[config.mk]
export PLATFORM = sky130hd
export DESIGN_NAME = sdmd_update
export DESIGN_NICKNAME = d
export VERILOG_FILES = /design/src/rtl/sdmd_pkg.sv /design/src/rtl/sdmd_update.sv
export SDC_FILE = /design/constraint.sdc
export NUM_CORES = 1
export LEC_CHECK = 0
export BUFFER_PORTS_ARGS = -buffer_cell sky130_fd_sc_hd__buf_2
export CAP_MARGIN = 15
export CORE_MARGIN = 2
export CORE_UTILIZATION = 55
export DETAILED_ROUTE_END_ITERATION = 8
export GPL_TIMING_DRIVEN = 0
export PLACE_DENSITY_LB_ADDON = 0.12
export SLEW_MARGIN = 20
export SYNTH_ARGS = -nofsm -noshare
export SYNTH_HDL_FRONTEND = slang
export SYNTH_SLANG_ARGS = --single-unit
[constraint.sdc]
create_clock -name vclk -period 19.37
set_input_delay 3.874 -clock vclk [all_inputs]
set_output_delay 3.874 -clock vclk [all_outputs]
set_load 0.02 [all_outputs]
[src/rtl/sdmd_pkg.sv]
package sdmd_pkg;

  localparam int unsigned PIX_W         = 8;
  localparam int unsigned IDX_W         = 16;
  localparam int unsigned AMP_W         = 4;
  localparam int unsigned VAR_W         = 8;
  localparam int unsigned TGT_W         = AMP_W + PIX_W;
  localparam int unsigned PIXEL_COUNT_DEF = 65536;

  localparam int unsigned APB_DW  = 32;
  localparam int unsigned APB_AW  = 4;

  localparam logic [AMP_W-1:0] AMP_RST  = 4'd2;
  localparam logic [VAR_W-1:0] VMIN_RST = 8'd1;
  localparam logic [VAR_W-1:0] VMAX_RST = 8'd254;

  typedef enum logic [1:0] {
    REG_AMPLIFICATION = 2'd0,
    REG_VARIANCE_MIN  = 2'd1,
    REG_VARIANCE_MAX  = 2'd2
  } reg_idx_e;

  typedef struct packed {
    logic [AMP_W-1:0] amplification;
    logic [VAR_W-1:0] variance_min;
    logic [VAR_W-1:0] variance_max;
  } cfg_t;

  typedef struct packed {
    logic [PIX_W-1:0] mean;
    logic [VAR_W-1:0] variance;
  } entry_t;

  localparam int unsigned ENTRY_W = $bits(entry_t);

  function automatic logic [VAR_W-1:0] clamp_var(logic [VAR_W-1:0] v, cfg_t cfg);
    logic [VAR_W-1:0] r;
    r = v;
    if (r > cfg.variance_max) r = cfg.variance_max;
    if (r < cfg.variance_min) r = cfg.variance_min;
    return r;
  endfunction

endpackage

[src/rtl/sdmd_update.sv]
module sdmd_update import sdmd_pkg::*; (
  input  cfg_t             cfg_i,
  input  logic [PIX_W-1:0] pixel_i,
  input  logic             first_i,
  input  entry_t           old_i,
  output entry_t           new_o,
  output logic [PIX_W-1:0] diff_o,
  output logic             motion_o
);

  logic [PIX_W-1:0] m;
  logic [VAR_W-1:0] v;
  logic [PIX_W-1:0] diff;
  logic [TGT_W-1:0] target;

  always_comb begin
    m      = old_i.mean;
    v      = old_i.variance;
    diff   = '0;
    target = '0;
    if (first_i) begin
      m = pixel_i;
      v = clamp_var(cfg_i.variance_min, cfg_i);
    end else begin
      if (m < pixel_i)      m = m + 1'b1;
      else if (m > pixel_i) m = m - 1'b1;
      diff   = (m > pixel_i) ? m - pixel_i : pixel_i - m;
      target = TGT_W'(cfg_i.amplification) * TGT_W'(diff);
      if (TGT_W'(v) < target) begin
        if (v != '1) v = v + 1'b1;
      end else if (TGT_W'(v) > target) begin
        v = v - 1'b1;
      end
      v = clamp_var(v, cfg_i);
    end
  end

  assign new_o.mean     = m;
  assign new_o.variance = v;
  assign diff_o         = diff;
  assign motion_o       = (diff >= v);

endmodule

### Word level (Yosys, flattened, before mapping)

Index checks and enable logic that the tools add are counted.

| storage, ports and cells | value |
|---|---|
| memory bits (read-only) | 0 |
| output and inout bits | 25 |
| memories kept | 0 |
| input port bits | 45 |
| memory bits (writable) | 0 |
| register bits | 0 |
| bits in latches | 0 |

| operators by class | value |
|---|---|
| reductions and logical operators | 0 |
| muxes and demuxes | 17 |
| bitwise operators | 0 |
| multiply operators | 1 |
| div/mod/pow operators | 0 |
| $lt $le $gt $ge | 10 |
| $add $sub $neg | 6 |
| eq/ne operators | 1 |
| shift-type cells | 0 |

Operators by type and width:

| operator | number |
|---|---|
| two-way mux 8 bit | 17 |
| > comparator 8 bit | 4 |
| < comparator 8 bit | 3 |
| adder 8 x 1 -> 8 bit (second input constant) | 2 |
| subtractor 8 x 1 -> 8 bit (second input constant) | 2 |
| subtractor 8 bit | 2 |
| > comparator 8 x 12 -> 1 bit | 1 |
| < comparator 8 x 12 -> 1 bit | 1 |
| multiplier 4 x 8 -> 12 bit | 1 |
| greater-or-equal comparator 8 bit | 1 |
| inequality test 8 bit (second input constant) | 1 |

### Depth between registers and ports, before layout

| depth | value |
|---|---|
| depth after elaboration | 18 |
| depth in mapped cells | 64 |
| gate-level depth less buffers | 62 |

### Least setup slack after synthesis

No wires, ideal clock.

| timing path | value |
|---|---|
| kind | input to output |
| start point | in pixel_i[1] |
| end point | out motion_o |
| data required time | 15496 ps |
| stages | 60 |
| path buffers | 2 |
| path slack | -434 ps |
| data arrival time | 15930 ps |
| cells stage by stage | inv_1 > ha_1 > nor2b_1 > o21a_1 > o21a_1 > o21ba_2 > or4_1 > o2bb2ai_1 > xnor2_1 > inv_1 > ha_1 > nand4_1 > o32ai_1 > nor2_1 > nand2_1 > buf_2 > mux2i_1 > o211ai_1 > [... 24 more ...] > ha_1 > a21oi_1 > nor2_1 > a211oi_1 > o21ai_0 > nor3_1 > o21ai_2 > a211o_1 > o211ai_1 > ha_1 > nand2b_1 > a21o_1 > a21o_1 > a21o_1 > a21o_1 > a21o_1 > a21o_1 > a21o_1 |

RTL lines:

| item | line | source |
|---|---|---|
| from (decl) | sdmd_update.sv:3 | `input logic [PIX_W-1:0] pixel_i,` |
| to (decl) | sdmd_update.sv:8 | `output logic motion_o` |

### Worst setup path in the final report

| timing path | value |
|---|---|
| start point | in pixel_i[1] |
| end point | out motion_o |

| between the ends | value |
|---|---|
| longest elaborated chain between the ends | 18 |

RTL lines:

| item | line | source |
|---|---|---|
| > comparator 8 bit | sdmd_update.sv:26 | `else if (m > pixel_i) m = m - 1'b1;` |
| two-way mux 8 bit | sdmd_update.sv:26 |  |
| two-way mux 8 bit | sdmd_update.sv:25 | `if (m < pixel_i) m = m + 1'b1;` |
| two-way mux 8 bit | sdmd_update.sv:21 | `if (first_i) begin` |
| subtractor 8 bit or > comparator 8 bit (tied branches) | sdmd_update.sv:27 | `diff = (m > pixel_i) ? m - pixel_i : pixel_i - m;` |
| two-way mux 8 bit (*) | sdmd_update.sv:27 |  |
| multiplier 4 x 8 -> 12 bit | sdmd_update.sv:28 | `target = TGT_W'(cfg_i.amplification) * TGT_W'(diff);` |
| > comparator 8 x 12 -> 1 bit | sdmd_update.sv:31 | `end else if (TGT_W'(v) > target) begin` |
| [... 2 more ...] | n/a |  |
| two-way mux 8 bit | sdmd_update.sv:21 |  |
| > comparator 8 bit | sdmd_pkg.sv:39 | `if (r > cfg.variance_max) r = cfg.variance_max;` |
| two-way mux 8 bit | sdmd_pkg.sv:39 |  |
| two-way mux 8 bit | sdmd_update.sv:21 |  |
| < comparator 8 bit | sdmd_pkg.sv:40 | `if (r < cfg.variance_min) r = cfg.variance_min;` |
| two-way mux 8 bit | sdmd_pkg.sv:40 |  |
| two-way mux 8 bit | sdmd_update.sv:21 |  |
| greater-or-equal comparator 8 bit (*) | sdmd_update.sv:41 | `assign motion_o = (diff >= v);` |

Every way passes the cells marked *; elsewhere a longest branch is shown, timed or not. The select of a mux whose other input is x is not followed.

==> results.sh <==
export IMPL_syn_inst=593
export IMPL_globalRoute_totalOverflow=0
export IMPL_first_global_vias=5056
export IMPL_die_width_um=94.9
export IMPL_detailedPlace_worstSlack_ps=-1380
export IMPL_critical_path_slowest_cell="or4_4"
export IMPL_synth_seq_area_share=0
export IMPL_timing_critical_path_fanout_max=5
export IMPL_fin_setup_tns_ps=-1030
export IMPL_slew_at_the_pin_closest_to_its_max_slew_limit_ps=656
export IMPL_finalNetCount=901
export IMPL_syn_area_um2=4540
export IMPL_fp_row_count=33
export IMPL_seqCellArea_um2=0
export IMPL_drive_gt1_frac=0.403
export IMPL_post_cts_hold_buffer_count=0
export IMPL_critPathRequiredTime_ps=15500
export IMPL_worstSetupPathType="in -> out"
export IMPL_largest_net_degree_at_the_start_of_global_routing=11
export IMPL_max_capacitance_violation_total=0
export IMPL_detailedRoute_firstPassIterationCount=5
export IMPL_fp_dieArea_um2=9000
export IMPL_p_leak_nw=3.16
export IMPL_route_vias_total=5267
export IMPL_crit_buf_inv=10
export IMPL_synth_yosys_warnings=0
export IMPL_slew_headroom=0.559
export IMPL_result_of_the_run="finished with violations"
export IMPL_wirelength_mm=14.9
export IMPL_hold_path_class="in -> out"
export IMPL_syn_nets=741
export IMPL_final_setup_worst_slack_ps=-609
export IMPL_layout_area_overhead_vs_synth_pct=42.6
export IMPL_cellPowerDensity_nw_per_um2=138
export IMPL_initial_cell_density_of_the_core=0.561
export IMPL_dieHeight_um=94.9
export IMPL_route_detailed_wl_per_inst_um=17.5
export IMPL_achievable_frequency_mhz=50.1
export IMPL_timing_critical_path_to_type="output port"
export IMPL_track_usage=0.311
export IMPL_antenna_left=0
export IMPL_antenna_cells=0
export IMPL_gpl_final_weighted_congestion=0.887
export IMPL_finalSetupViolations=2
export IMPL_first_iter_violations=238
export IMPL_port_bufs=69
export IMPL_cpMostUsedCell="a21o_1"
export IMPL_finalHoldViolations=0
export IMPL_fin_util=0.801
export IMPL_start_kind="input pin"
export IMPL_vias_per_cell=6.15
export IMPL_layout_common_cells="buf_4 (78), ha_1 (77), buf_2 (66)"
export IMPL_cell_family_contributing_the_most_delay_on_the_critical_path="compound AO/OA/AOI/OAI gates"
export IMPL_detailedPlacementHpwl_mm=10.3
export IMPL_timing_final_crit_period_ps=19980
export IMPL_clock_buffer_count=0
export IMPL_irDropWorstVdd_mv=0.134
export IMPL_grt_first_pass_wirelength_mm=22.9
export IMPL_report_final_slew_viol_count=0
export IMPL_floorplan_io_pins=70
export IMPL_worstPathArrival_ps=16110
export IMPL_grt_setup_unrepaired="true"
export IMPL_remaining_drc_errors=0
export IMPL_grt_antenna_before_repair=0
export IMPL_numSequentialCells=0
export IMPL_layout_worst_path_cycle_share=1.03
export IMPL_standard_cell_core_area_um2=8090
export IMPL_cp_slowest_stage_delay_ps=540
export IMPL_syn_avg_cell_area_um2=7.66
export IMPL_mostFrequentLayoutCell="buf_4"
export IMPL_synth_cell_types=77
export IMPL_violations="negative setup slack"
[worst min-delay path, stage by stage]
cell	delay, ps
buf_2	90
mux2_2	130
buf_2	150
[power breakdown]
part           switching [mW]  leakage [nW]  internal [mW]  total [mW]
clock                       0             0              0           0
sequential                  0             0              0           0
combinational           0.467          3.16          0.426       0.893
[cells in the mapped netlist (all sizes together) (9+ instances only)]
library cell	number	share of area
and2	22	0.030
nor2	27	0.022
a21o	19	0.032
mux2i	17	0.040
o31ai	10	0.026
nand2	54	0.046
o21ai	31	0.035
o21a	10	0.017
nand3	16	0.020
fa	14	0.062
nor2b	10	0.014
or2	9	0.012
a21oi	28	0.031
xor2	10	0.019
ha	89	0.25
mux2	16	0.043
nor3	16	0.020
inv	72	0.059
nand4	11	0.015
[through the flow]
| stage | hold slack (ps) | area, µm² | power, mW | instances |
|---|---|---|---|---|
| after global routing | 8120 | 6480 | 0.962 | 856 |
| after detailed placement | 8110 | 5130 | 0.619 | 767 |
| after CTS | 8120 | 6200 | 0.813 | 841 |
| after floorplan | 7940 | 4660 | 0.494 | 593 |
| final | 8110 | 6480 | 0.893 | 856 |
| after global placement | 8110 | 5130 | 0.596 | 767 |
[logic make-up after synthesis]
logic type	after synthesis	share of synthesized area
and+or+nand+nor	200	0.241
AOI/OAI and AO/OA	156	0.260
adders and majority gates	103	0.307
buffers and inverters	85	0.0782
muxes	33	0.0832
xor gates and xnor gates	16	0.0308
[final timing paths]
kind | slack, ps | start | depth (start not counted) | end
setup / recovery | -610 | pixel_i[1] | 63 | motion_o
hold / removal | 8110 | pixel_i[7] | 3 | new_o[15]
[layer usage]
metal,GRT usage,up-vias,wire length [µm],share of wire
li1,-,2489,-,-
met1,0.387,2515,6160,0.41
met2,0.562,224,7560,0.51
met3,0.0255,39,868,0.058
met4,0.104,0,344,0.023
met5,0,-,0,0
[final cells by class]
type | instances | area, µm²
multi-input combinational | 508 | 4860
fill | 529 | 1610
timing repair buffer | 159 | 1110
inverter | 72 | 278
tap | 105 | 131
buffer | 12 | 100
[repair_timing]
| action | in CTS | in global routing |
|---|---|---|
| pin swaps | 86 | 59 |
| setup endpoints to repair | 2 | 2 |
| buffers inserted | 75 | 16 |
| endpoints found under the hold margin | 0 | 0 |
| gates resized for setup | 98 | 41 |
Power figures use the tool's default switching activity.
