$ cat config.mk
export PLATFORM = sky130hd
export DESIGN_NAME = sdmd_cfg_regs
export DESIGN_NICKNAME = d
export VERILOG_FILES = /design/src/rtl/sdmd_pkg.sv /design/src/rtl/sdmd_cfg_regs.sv
export SDC_FILE = /design/constraint.sdc
export NUM_CORES = 1
export LEC_CHECK = 0
export ABC_AREA = 0
export BUFFER_PORTS_ARGS = -buffer_cell sky130_fd_sc_hd__buf_2
export CORE_ASPECT_RATIO = 0.6
export CORE_MARGIN = 10
export CORE_UTILIZATION = 30
export DETAILED_ROUTE_END_ITERATION = 16
export SYNTH_ARGS = -nofsm -noshare
export SYNTH_HDL_FRONTEND = slang
export SYNTH_SLANG_ARGS = --single-unit
$ cat constraint.sdc
create_clock -name clk_i -period 1.1 [get_ports clk_i]
set_input_delay 0.22 -clock clk_i [delete_from_list [all_inputs] [get_ports clk_i]]
set_output_delay 0.22 -clock clk_i [all_outputs]
set_load 0.005 [all_outputs]
$ cat src/rtl/sdmd_pkg.sv
package sdmd_pkg;

  localparam int unsigned PIX_W         = 8;
  localparam int unsigned IDX_W         = 16;
  localparam int unsigned AMP_W         = 4;
  localparam int unsigned VAR_W         = 8;
  localparam int unsigned TGT_W         = AMP_W + PIX_W;
  localparam int unsigned PIXEL_COUNT_DEF = 65536;

  localparam int unsigned APB_DW  = 32;
  localparam int unsigned APB_AW  = 4;

  localparam logic [AMP_W-1:0] AMP_RST  = 4'd2;
  localparam logic [VAR_W-1:0] VMIN_RST = 8'd1;
  localparam logic [VAR_W-1:0] VMAX_RST = 8'd254;

  typedef enum logic [1:0] {
    REG_AMPLIFICATION = 2'd0,
    REG_VARIANCE_MIN  = 2'd1,
    REG_VARIANCE_MAX  = 2'd2
  } reg_idx_e;

  typedef struct packed {
    logic [AMP_W-1:0] amplification;
    logic [VAR_W-1:0] variance_min;
    logic [VAR_W-1:0] variance_max;
  } cfg_t;

  typedef struct packed {
    logic [PIX_W-1:0] mean;
    logic [VAR_W-1:0] variance;
  } entry_t;

  localparam int unsigned ENTRY_W = $bits(entry_t);

  function automatic logic [VAR_W-1:0] clamp_var(logic [VAR_W-1:0] v, cfg_t cfg);
    logic [VAR_W-1:0] r;
    r = v;
    if (r > cfg.variance_max) r = cfg.variance_max;
    if (r < cfg.variance_min) r = cfg.variance_min;
    return r;
  endfunction

endpackage

$ cat src/rtl/sdmd_cfg_regs.sv
module sdmd_cfg_regs import sdmd_pkg::*; (
  input  logic              clk_i,
  input  logic              rst_ni,
  input  logic              psel,
  input  logic              penable,
  input  logic              pwrite,
  input  logic [APB_AW-1:0] paddr,
  input  logic [APB_DW-1:0] pwdata,
  output logic [APB_DW-1:0] prdata,
  output logic              pready,
  output cfg_t              cfg_o
);

  cfg_t       cfg_q, cfg_d;
  logic       wr_en;
  logic [1:0] reg_sel;

  assign pready  = 1'b1;
  assign wr_en   = psel & penable & pwrite;
  assign reg_sel = paddr[3:2];

  always_comb begin
    cfg_d = cfg_q;
    if (wr_en) begin
      case (reg_sel)
        REG_AMPLIFICATION: cfg_d.amplification = pwdata[AMP_W-1:0];
        REG_VARIANCE_MIN:  cfg_d.variance_min  = pwdata[VAR_W-1:0];
        REG_VARIANCE_MAX:  cfg_d.variance_max  = pwdata[VAR_W-1:0];
        default: ;
      endcase
    end
  end

  always_comb begin
    case (reg_sel)
      REG_AMPLIFICATION: prdata = APB_DW'(cfg_q.amplification);
      REG_VARIANCE_MIN:  prdata = APB_DW'(cfg_q.variance_min);
      REG_VARIANCE_MAX:  prdata = APB_DW'(cfg_q.variance_max);
      default:           prdata = '0;
    endcase
  end

  always_ff @(posedge clk_i or negedge rst_ni) begin
    if (!rst_ni) begin
      cfg_q.amplification <= AMP_RST;
      cfg_q.variance_min  <= VMIN_RST;
      cfg_q.variance_max  <= VMAX_RST;
    end else begin
      cfg_q <= cfg_d;
    end
  end

  assign cfg_o = cfg_q;

endmodule

# Word level (Yosys, flattened, before mapping)
# Index checks and enable logic that the tools add are counted.
[op_classes]
add_sub_neg = 0
n_mul = 0
n_div = 0
n_lt_le_gt_ge = 0
eq_ne = 2
shifts = 0
n_mux = 1
bitwise_logic = 2
reduce_logical = 4
[ops]
columns = ["cell", "n"]
rows = [
  ["$pmux 8 s3", 1],
  ["$reduce_and 2->1", 3],
  ["$and 1x1->1", 2],
  ["$eq 2x1->1 const B", 1],
  ["$eq 2x2->1 const B", 1],
  ["$logic_not 2->1", 1],
]
[word_totals]
reg_bits = 20
latch_bits = 0
mem_bits_rw = 0
mem_bits_ro = 0
inputBits = 41
output_inout_bits = 53
elab_cells = 12
memories = 0

# Logic depth before layout (Yosys ltp)
# Gate-level depths: netlist (run 1).
[depth]
word_depth = 3
depth_mapped = 5
mapped_depth_nobuf = 3

# Worst setup path after synthesis (run 1)
# Ideal clock, no wire load.
[synth_timing]
kind = "input -> register"
startpoint = "input port pwrite"
endpoint = "register cfg_q (netlist bit cfg_o[10])"
setup_ns = 0.125
arrival_time_ns = 1.141
required_ns = 0.975
slack_ns = -0.166
cell_stages = 4
path_buffers = 1
cell_sequence = "nand3_2 -> or3b_1 -> buf_6 -> mux2_4"
[synth_between]
elab_chain_len = 2
[synth_lines]
columns = ["item", "line_no", "rtl"]
rows = [
  ["start, declared", "sdmd_cfg_regs.sv:6", "input logic pwrite,"],
  ["$and 1x1->1", "sdmd_cfg_regs.sv:19", "assign wr_en = psel & penable & pwrite;"],
  ["$reduce_and 2->1 (no source line)", "--", ""],
  ["end signal, assigned", "sdmd_cfg_regs.sv:49", "cfg_q <= cfg_d;"],
  ["end, declared", "sdmd_cfg_regs.sv:14", "cfg_t cfg_q, cfg_d;"],
]
# No other way between the ends.
# A chain may end at the register's enable or synchronous reset.

# Worst setup path in the final report (run 1)
[layout_timing]
startpoint = "register cfg_q (netlist bit cfg_o[8])"
endpoint = "output port prdata[0]"
[layout_between]
elab_chain_len = 1
[layout_lines]
columns = ["item", "line_no", "rtl"]
rows = [
  ["$pmux 8 s3", "sdmd_cfg_regs.sv:35", "case (reg_sel)"],
  ["end, declared", "sdmd_cfg_regs.sv:9", "output logic [APB_DW-1:0] prdata,"],
]
# No other way between the ends.

==> results.cfg, run 1 <==
[outcome]
status = finished, violations left
violations = negative setup slack

[cells_and_area]
final_cell_mix = buf_2, conb_1, buf_6
layout-drive-gt1-share_pct = 66.67
ff_latch_area_um2 = 511.7
nets = 201
largest_reg_flops = 20
fillers = 374
syn2layout_area_growth_pct = 47.51
multi_input_area_um2 = 563.0
final_common_cell = buf_2
antenna_cells = 0
utilization_pct = 46.24
finalInstanceArea_mm2 = 0.001702

[timing]
finalHoldViolCount = 0
max_freq_mhz = 742.9
setup_ws_ns = -0.2460
rsz0062_at_grt = yes
post-route-period-util_pct = 122.4
finalClockSkew_ns = 0
setup_viol = 17
period_needed_ns = 1.346
hold_slack_ns = 0.2125
slew_viol_final = 0

[clock_network]
cts_tree = yes
clkTransAtPathRegs_ns = 0.07
ctsHtreeMaxLevel = 1
cts_buffers = 3
root_buffer = clkbuf_8
cts.sinks = 20
cts.path.max_buffers = 2
clkLatencyLatePin_ns = 0.25

[floorplan]
design.core.area_mm2 = 0.003680
die_h_um = 68.04
row_count = 17
dieArea_mm2 = 0.006807
die_w_um = 100.1
start_util_pct = 31.35
top_level_ports = 94

[placement]
place_area_mm2 = 0.001453
port_buffers = 42
gp_congestion = 0.7905
dpl.hpwl_um = 2596

[setup_path]
cp_top_family = flip-flops
critical_path_buf_inv_count = 1
required_ns = 0.88
setup.worst_path.end_class = output port
path_max_fanout = 2
slowest_stage = dfstp_2
startpoint_type = flip-flop
cp.arrival_ns = 1.13
path_cells = mux2i_1, o21ai_1, buf_2
critPathKind = reg2out
critical_path.max_stage_delay_ns = 0.54

[run]
maxCapViolCount = 0

[synth]
syn_area_per_cell_um2 = 12.54
postSynthCellCount = 92
synth.area.top_cells = dfrtp_1, dfstp_2, buf_4
synth_top_area_share_pct = 23.86
yosys.area.top_type = dfrtp_1
yosysUniqueCellTypes = 17
seq_area_frac_synth_pct = 44.36
yosysWarnings = 0
ys_ff_latch = 20
synthesis.area_mm2 = 0.001154

[drt]
final_antenna_net_count = 0
dr.pass1.iters = 4
vias = 856
drt-initial-drc-count = 8
routedWlPerCell_um = 15.89
routed_wl_um = 3274
drc_errors = 0
viasPerCell = 4.155

[grt]
gr-total-overflow = 0
grt_pass1_vias = 953
grt_first_pass_wirelength_um = 5030
track_usage_pct = 9.319
antenna_found_initial = 0
grt_max_degree = 21

[power]
p_per_area_mw_per_mm2 = 1558
switching_share_pct = 26.92
combinationalPowerShare_pct = 37.2
power_switching_uw = 713.5
power.share.sequential_pct = 42.0
p_int_mw = 1.937
clkPwrFrac_pct = 20.8
vdd_drop_max_uv = 698.6
power_leakage_nw = 0.8947

[worst_hold_path]
hold_class = in2reg
-- what timing repair did --
action,in CTS,in global routing
endpoints found under the hold margin,11,0
endpoints found under the setup margin,24,21
pin swaps,2,1
gates resized for setup,25,4
hold buffers,1,0
buffers inserted,7,3
-- power by group through the flow --
stage	registers (mW)	logic [mW]	clock network (mW)
floorplan	1.11	0.412	0
CTS	1.11	0.960	0.574
detailed placement	1.11	0.734	0
finish	1.11	0.986	0.550
global placement	1.10	0.720	0
global route	1.14	1.08	0.610
-- kinds of logic after synthesis --
family	after synthesis	synth area share, %
buffers and inverters	28	18.55
muxes	24	25.60
DFF	20	44.36
and+or+nand+nor	10	6.073
AOI/OAI and AO/OA	8	4.772
other	2	0.6510
-- metal layers --
metal | part of all wire [%] | GRT usage (%) | wire, um | vias up
met2 | 44 | 14.39 | 1456 | 41
met4 | 0.18 | 1.053 | 6 | 0
met3 | 11 | 5.829 | 366 | 2
met5 | 0 | 0 | 0 | -
li1 | - | - | - | 401
met1 | 44 | 11.20 | 1445 | 412
-- metrics by stage --
step	worst slack, ns	cells	total power [mW]	setup TNS (ns)
final	-0.2460	206	2.651	-2.141
after CTS	-0.2400	204	2.644	-2.187
after detailed placement	-0.3000	192	1.845	-5.800
after global placement	-0.2778	192	1.825	-5.462
after floorplan	-0.1357	115	1.522	-2.175
after global routing	-0.3095	206	2.827	-2.892
-- cell usage after synthesis --
master,instances
a22o_1,4
buf_4,25
buf_6,2
clkbuf_1,1
conb_1,2
dfrtp_1,11
dfstp_2,9
mux2_2,12
mux2_4,8
mux2i_1,4
nand2_1,4
nand3_2,1
nor2b_1,2
nor3_1,1
nor3b_4,1
o21ai_0,4
or3b_1,1
-- worst reg2reg max path, stage by stage (launching register included) --
cell	delay, ns
dfstp_2	0.38
buf_6	0.11
buf_4	0.12
mux2_4	0.26
-- final timing paths --
kind / start / endpoint / slack [ns] / cells after the start
worst min register to register: cfg_o[16]$_DFFE_PN0P_ / cfg_o[16]$_DFFE_PN0P_ / 0.54 / 1
worst max-delay path: cfg_o[8]$_DFFE_PN1P_ / prdata[0] / -0.25 / 3
min in group asynchronous: rst_ni / cfg_o[14]$_DFFE_PN0P_ / 0.46 / 2
worst min-delay path: pwdata[6] / cfg_o[6]$_DFFE_PN1P_ / 0.21 / 2
worst max register to register: cfg_o[3]$_DFFE_PN1P_ / cfg_o[3]$_DFFE_PN1P_ / 0.16 / 3
max in group asynchronous: rst_ni / cfg_o[2]$_DFFE_PN1P_ / 0.30 / 2
-- final cells by class --
cell class	count	area share [%]
clock buffer	4	3.235
sequential	20	30.07
timing repair buffer	68	30.15
tap	47	3.456
multi-input combinational	67	33.09
Power figures use the tool's default switching activity.
==> run 2, diff against run 1 <==
--- a/config.mk
+++ b/config.mk
@@ -11,6 +11,7 @@
 export CORE_MARGIN = 10
 export CORE_UTILIZATION = 30
 export DETAILED_ROUTE_END_ITERATION = 16
+export SETUP_SLACK_MARGIN = 0.02
 export SYNTH_ARGS = -nofsm -noshare
 export SYNTH_HDL_FRONTEND = slang
 export SYNTH_SLANG_ARGS = --single-unit
==> constraint.sdc (replaced) <==
create_clock -name clk_i -period 1.5 [get_ports clk_i]
set_input_delay 0.3 -clock clk_i [delete_from_list [all_inputs] [get_ports clk_i]]
set_output_delay 0.3 -clock clk_i [all_outputs]
set_load 0.005 [all_outputs]
==> run 2 against run 1 <==
  * The run now ends clean
  * Clock power down 24%
  * Hold slack improved by 0.064 ns
  * Largest cell class unchanged
  * Via count shrank 9.2%
  * Die area did not move
  * Combinational power is 51% lower
  * Design area decreased by 15%
==> results.cfg, run 2 (synthesized netlist as in run 1, its figures left out) <==
[placement]
port_buffers = 42
dpl.hpwl_um = 2466
place_area_mm2 = 0.001378
pre_cts_slack_ns = 0.001661
gp_congestion = 0.7441

[setup_path]
required_ns = 1.20
path_max_fanout = 3
startpoint_type = flip-flop
r2r_slack_ns = 0.72
cp.arrival_ns = 1.14
setup.worst_path.end_class = output port
critPathKind = reg2out

[cells_and_area]
multi_input_area_um2 = 519.2
ff_latch_area_um2 = 511.7
largest_reg_flops = 20
nets = 187
antenna_cells = 0
syn2layout_area_growth_pct = 25.49
final_cell_mix = buf_2, conb_1, mux2_2
utilization_pct = 39.34
layout-drive-gt1-share_pct = 62.07
fillers = 361
finalInstanceArea_mm2 = 0.001448
final_common_cell = buf_2

[clock_network]
ctsHtreeMaxLevel = 1
cts.sinks = 20
clkLatencyLatePin_ns = 0.26
clkTransAtPathRegs_ns = 0.08
root_buffer = clkbuf_8
cts.path.max_buffers = 2
cts_tree = yes
cts_buffers = 3
post_cts_buffers = 0

[timing]
setup_ws_ns = 0.05859
post-route-period-util_pct = 96.09
max_freq_mhz = 693.8
setup_viol = 0
finalClockSkew_ns = 0
slew_viol_final = 0
finalSetupTns_ns = 0
rsz0062_at_grt = yes
finalHoldViolCount = 0
period_needed_ns = 1.441

[grt]
antenna_found_initial = 0
grt_pass1_vias = 914
track_usage_pct = 8.736
gr-total-overflow = 0
grt_max_degree = 21
grt_first_pass_wirelength_um = 4740

[drt]
drc_errors = 0
routed_wl_um = 2991
dr.pass1.iters = 2
viasPerCell = 4.047
drt-initial-drc-count = 22
vias = 777
routedWlPerCell_um = 15.58
final_antenna_net_count = 0

[power]
p_int_mw = 1.227
power.share.sequential_pct = 47.1
power_switching_uw = 479.4
switching_share_pct = 28.10
p_per_area_mw_per_mm2 = 1178
vdd_drop_max_uv = 778.5
combinationalPowerShare_pct = 28.3
power_leakage_nw = 0.7678
clkPwrFrac_pct = 24.6

[floorplan]
top_level_ports = 94
die_h_um = 68.04
dieArea_mm2 = 0.006807
start_util_pct = 31.35
row_count = 17
design.core.area_mm2 = 0.003680
die_w_um = 100.1

[outcome]
status = finished clean

[run]
maxCapViolCount = 0

[worst_hold_path]
hold_class = in2reg
## run 2: metrics by stage
| stage | cells | hold slack, ns | total power [mW] |
|---|---|---|---|
| detailed placement | 187 | 0.2809 | 1.300 |
| global route | 192 | 0.2753 | 1.822 |
| global placement | 187 | 0.2669 | 1.281 |
| finish | 192 | 0.2761 | 1.706 |
| floorplan | 115 | 0.004409 | 1.082 |
| CTS | 192 | 0.2688 | 1.732 |
## run 2: final timing paths
check,depth (start not counted),startpoint,endpoint
hold reg to reg,1,cfg_o[16]$_DFFE_PN0P_,cfg_o[16]$_DFFE_PN0P_
setup reg to reg,1,cfg_o[19]$_DFFE_PN0P_,cfg_o[19]$_DFFE_PN0P_
min in group asynchronous,2,rst_ni,cfg_o[10]$_DFFE_PN0P_
max in group asynchronous,2,rst_ni,cfg_o[3]$_DFFE_PN1P_
setup / recovery,3,cfg_o[8]$_DFFE_PN1P_,prdata[0]
hold / removal,2,pwdata[6],cfg_o[14]$_DFFE_PN0P_
## run 2: cell type report
class                      count  area share [%]
tap                           47           4.062
timing repair buffer          54           20.92
multi-input combinational     67           35.87
clock buffer                   4           3.803
sequential                    20           35.35
## run 2: critical path, stage by stage, from the launching register on
cell and delay, ns:
dfstp_2 0.55, mux2i_1 0.08, o21ai_1 0.12, buf_2 0.13
## run 2: timing repair
action,4_1_cts,5_1_grt
hold buffers,1,0
endpoints found under the hold margin,11,0
endpoints found under the setup margin,1,8
resized for setup,1,3
## run 2: layer usage
layer / GRT usage, % / part of all wire (%)
met2: 13.91 / 45
met1: 9.315 / 40
met4: 1.053 / 0
met3: 6.935 / 15
met5: 0 / 0
## run 2: power groups by stage
stage / Sequential (mW) / Combinational [mW] / Clock [mW]
after detailed placement: 0.811 / 0.489 / 0
final: 0.803 / 0.483 / 0.420
after CTS: 0.805 / 0.492 / 0.436
after floorplan: 0.812 / 0.270 / 0
after global routing: 0.828 / 0.539 / 0.455
after global placement: 0.799 / 0.482 / 0
==> run 3, diff against run 2 <==
--- a/config.mk
+++ b/config.mk
@@ -11,6 +11,7 @@
 export CORE_MARGIN = 10
 export CORE_UTILIZATION = 30
 export DETAILED_ROUTE_END_ITERATION = 16
+export PLACE_DENSITY = 0.67
 export SETUP_SLACK_MARGIN = 0.02
 export SYNTH_ARGS = -nofsm -noshare
 export SYNTH_HDL_FRONTEND = slang
==> constraint.sdc (replaced) <==
create_clock -name clk_i -period 1.3 [get_ports clk_i]
set_input_delay 0.26 -clock clk_i [delete_from_list [all_inputs] [get_ports clk_i]]
set_output_delay 0.26 -clock clk_i [all_outputs]
set_load 0.005 [all_outputs]
==> run 3 against run 2 <==
  * The run now ends with negative setup slack left
  * Critical endpoint is now prdata[1]
  * Critical path depth unchanged
  * Total power increased by 19%
  * Largest cell class unchanged
  * Sequential power increased by 15%
  * Core utilization increased by 3.9 points
  * Register-to-register slack got worse by 0.31 ns
  * Non-clock buffer count increased by 12
  * Clock skew unchanged
  * Critical path type unchanged
==> results.cfg, run 3 (synthesized netlist as in run 1, its figures left out) <==
[outcome]
status = finished, violations left
violations = negative setup slack

[cells_and_area]
nets = 199
final_common_cell = buf_2
syn2layout_area_growth_pct = 38.07
largest_reg_flops = 20
final_cell_mix = buf_2, conb_1, buf_4
utilization_pct = 43.28
fin_cells = 204
finalInstanceArea_mm2 = 0.001593
layout-drive-gt1-share_pct = 65.61
antenna_cells = 0

[clock_network]
cts_tree = yes
clkLatencyLatePin_ns = 0.25
clkTransAtPathRegs_ns = 0.07
cts.sinks = 20
ctsHtreeMaxLevel = 1
cts_buffers = 3
cts.path.max_buffers = 2
root_buffer = clkbuf_8

[setup_path]
critical_path_buf_inv_count = 1
critical_path.max_stage_delay_ns = 0.54
cp_top_family = flip-flops
slowest_stage = dfstp_2
cp.arrival_ns = 1.14
path_max_fanout = 2
critPathKind = reg2out
startpoint_type = flip-flop
path_cells = mux2i_1, o21ai_1, buf_2
required_ns = 1.04
setup.worst_path.end_class = output port

[timing]
finalClockSkew_ns = 0
max_freq_mhz = 713.8
rsz0062_at_grt = yes
hold_slack_ns = 0.2477
finalSetupTns_ns = -0.1957
finalHoldViolCount = 0
slew_viol_final = 0
setup_viol = 4
period_needed_ns = 1.401
post-route-period-util_pct = 107.8
setup_ws_ns = -0.1010

[drt]
routed_wl_um = 3199
drc_errors = 0
dr.pass1.iters = 4
viasPerCell = 4.240
routedWlPerCell_um = 15.68
drt-initial-drc-count = 29
final_antenna_net_count = 0
vias = 865

[floorplan]
design.core.area_mm2 = 0.003680
dieArea_mm2 = 0.006807
die_w_um = 100.1
row_count = 17
die_h_um = 68.04
start_util_pct = 31.35
top_level_ports = 94

[placement]
port_buffers = 42
place_area_mm2 = 0.001423
pre_cts_slack_ns = -0.1347
dpl.hpwl_um = 2512
dp_cells = 192
gp_congestion = 0.6893

[run]
maxCapViolCount = 0

[worst_hold_path]
hold_class = in2reg

[power]
vdd_drop_max_uv = 695.6
power_leakage_nw = 0.8445
p_per_area_mw_per_mm2 = 1280
finalPower_mw = 2.039

[grt]
gr-total-overflow = 0
grt_pass1_vias = 965
grt_first_pass_wirelength_um = 4899
antenna_found_initial = 0
grt_max_degree = 21
track_usage_pct = 9.038
[run 3: area by class of cell]
type / count / area (um^2)
Fill cell: 347 / 2087
Multi-Input combinational cell: 67 / 543.0
Sequential cell: 20 / 511.7
Timing Repair Buffer: 66 / 434.2
Tap cell: 47 / 58.81
Clock buffer: 4 / 45.04
[run 3: path summary, 6_finish.rpt]
check | slack, ns | endpoint | from | cells past startpoint
hold / removal | 0.25 | cfg_o[12]$_DFFE_PN0P_ | pwdata[4] | 2
setup / recovery | -0.10 | prdata[1] | cfg_o[17]$_DFFE_PN1P_ | 3
setup reg to reg | 0.41 | cfg_o[10]$_DFFE_PN0P_ | cfg_o[10]$_DFFE_PN0P_ | 2
hold reg to reg | 0.54 | cfg_o[9]$_DFFE_PN0P_ | cfg_o[9]$_DFFE_PN0P_ | 1
min in group asynchronous | 0.47 | cfg_o[18]$_DFFE_PN0P_ | rst_ni | 2
max in group asynchronous | 0.48 | cfg_o[5]$_DFFE_PN1P_ | rst_ni | 2
[run 3: power by group]
part	switching, mW	total [mW]	internal (mW)
clock network	0.197	0.415	0.218
registers	0.106	0.923	0.816
logic	0.272	0.701	0.429
total	0.576	2.04	1.46
[run 3: layer usage]
metal	GRT usage, %	up-vias	routed length (um)
met5	0	-	0
met4	2.281	0	22
met2	14.55	54	1498
li1	-	393	-
met3	7.136	2	529
met1	9.144	416	1148
[run 3: timing repair]
item / CTS / global route
hold buffers: 1 / 0
resized for setup: 5 / 15
endpoints found under the hold margin: 11 / 0
endpoints found under the setup margin: 8 / 10
pin swaps: 0 / 1
setup buffers: 2 / 5
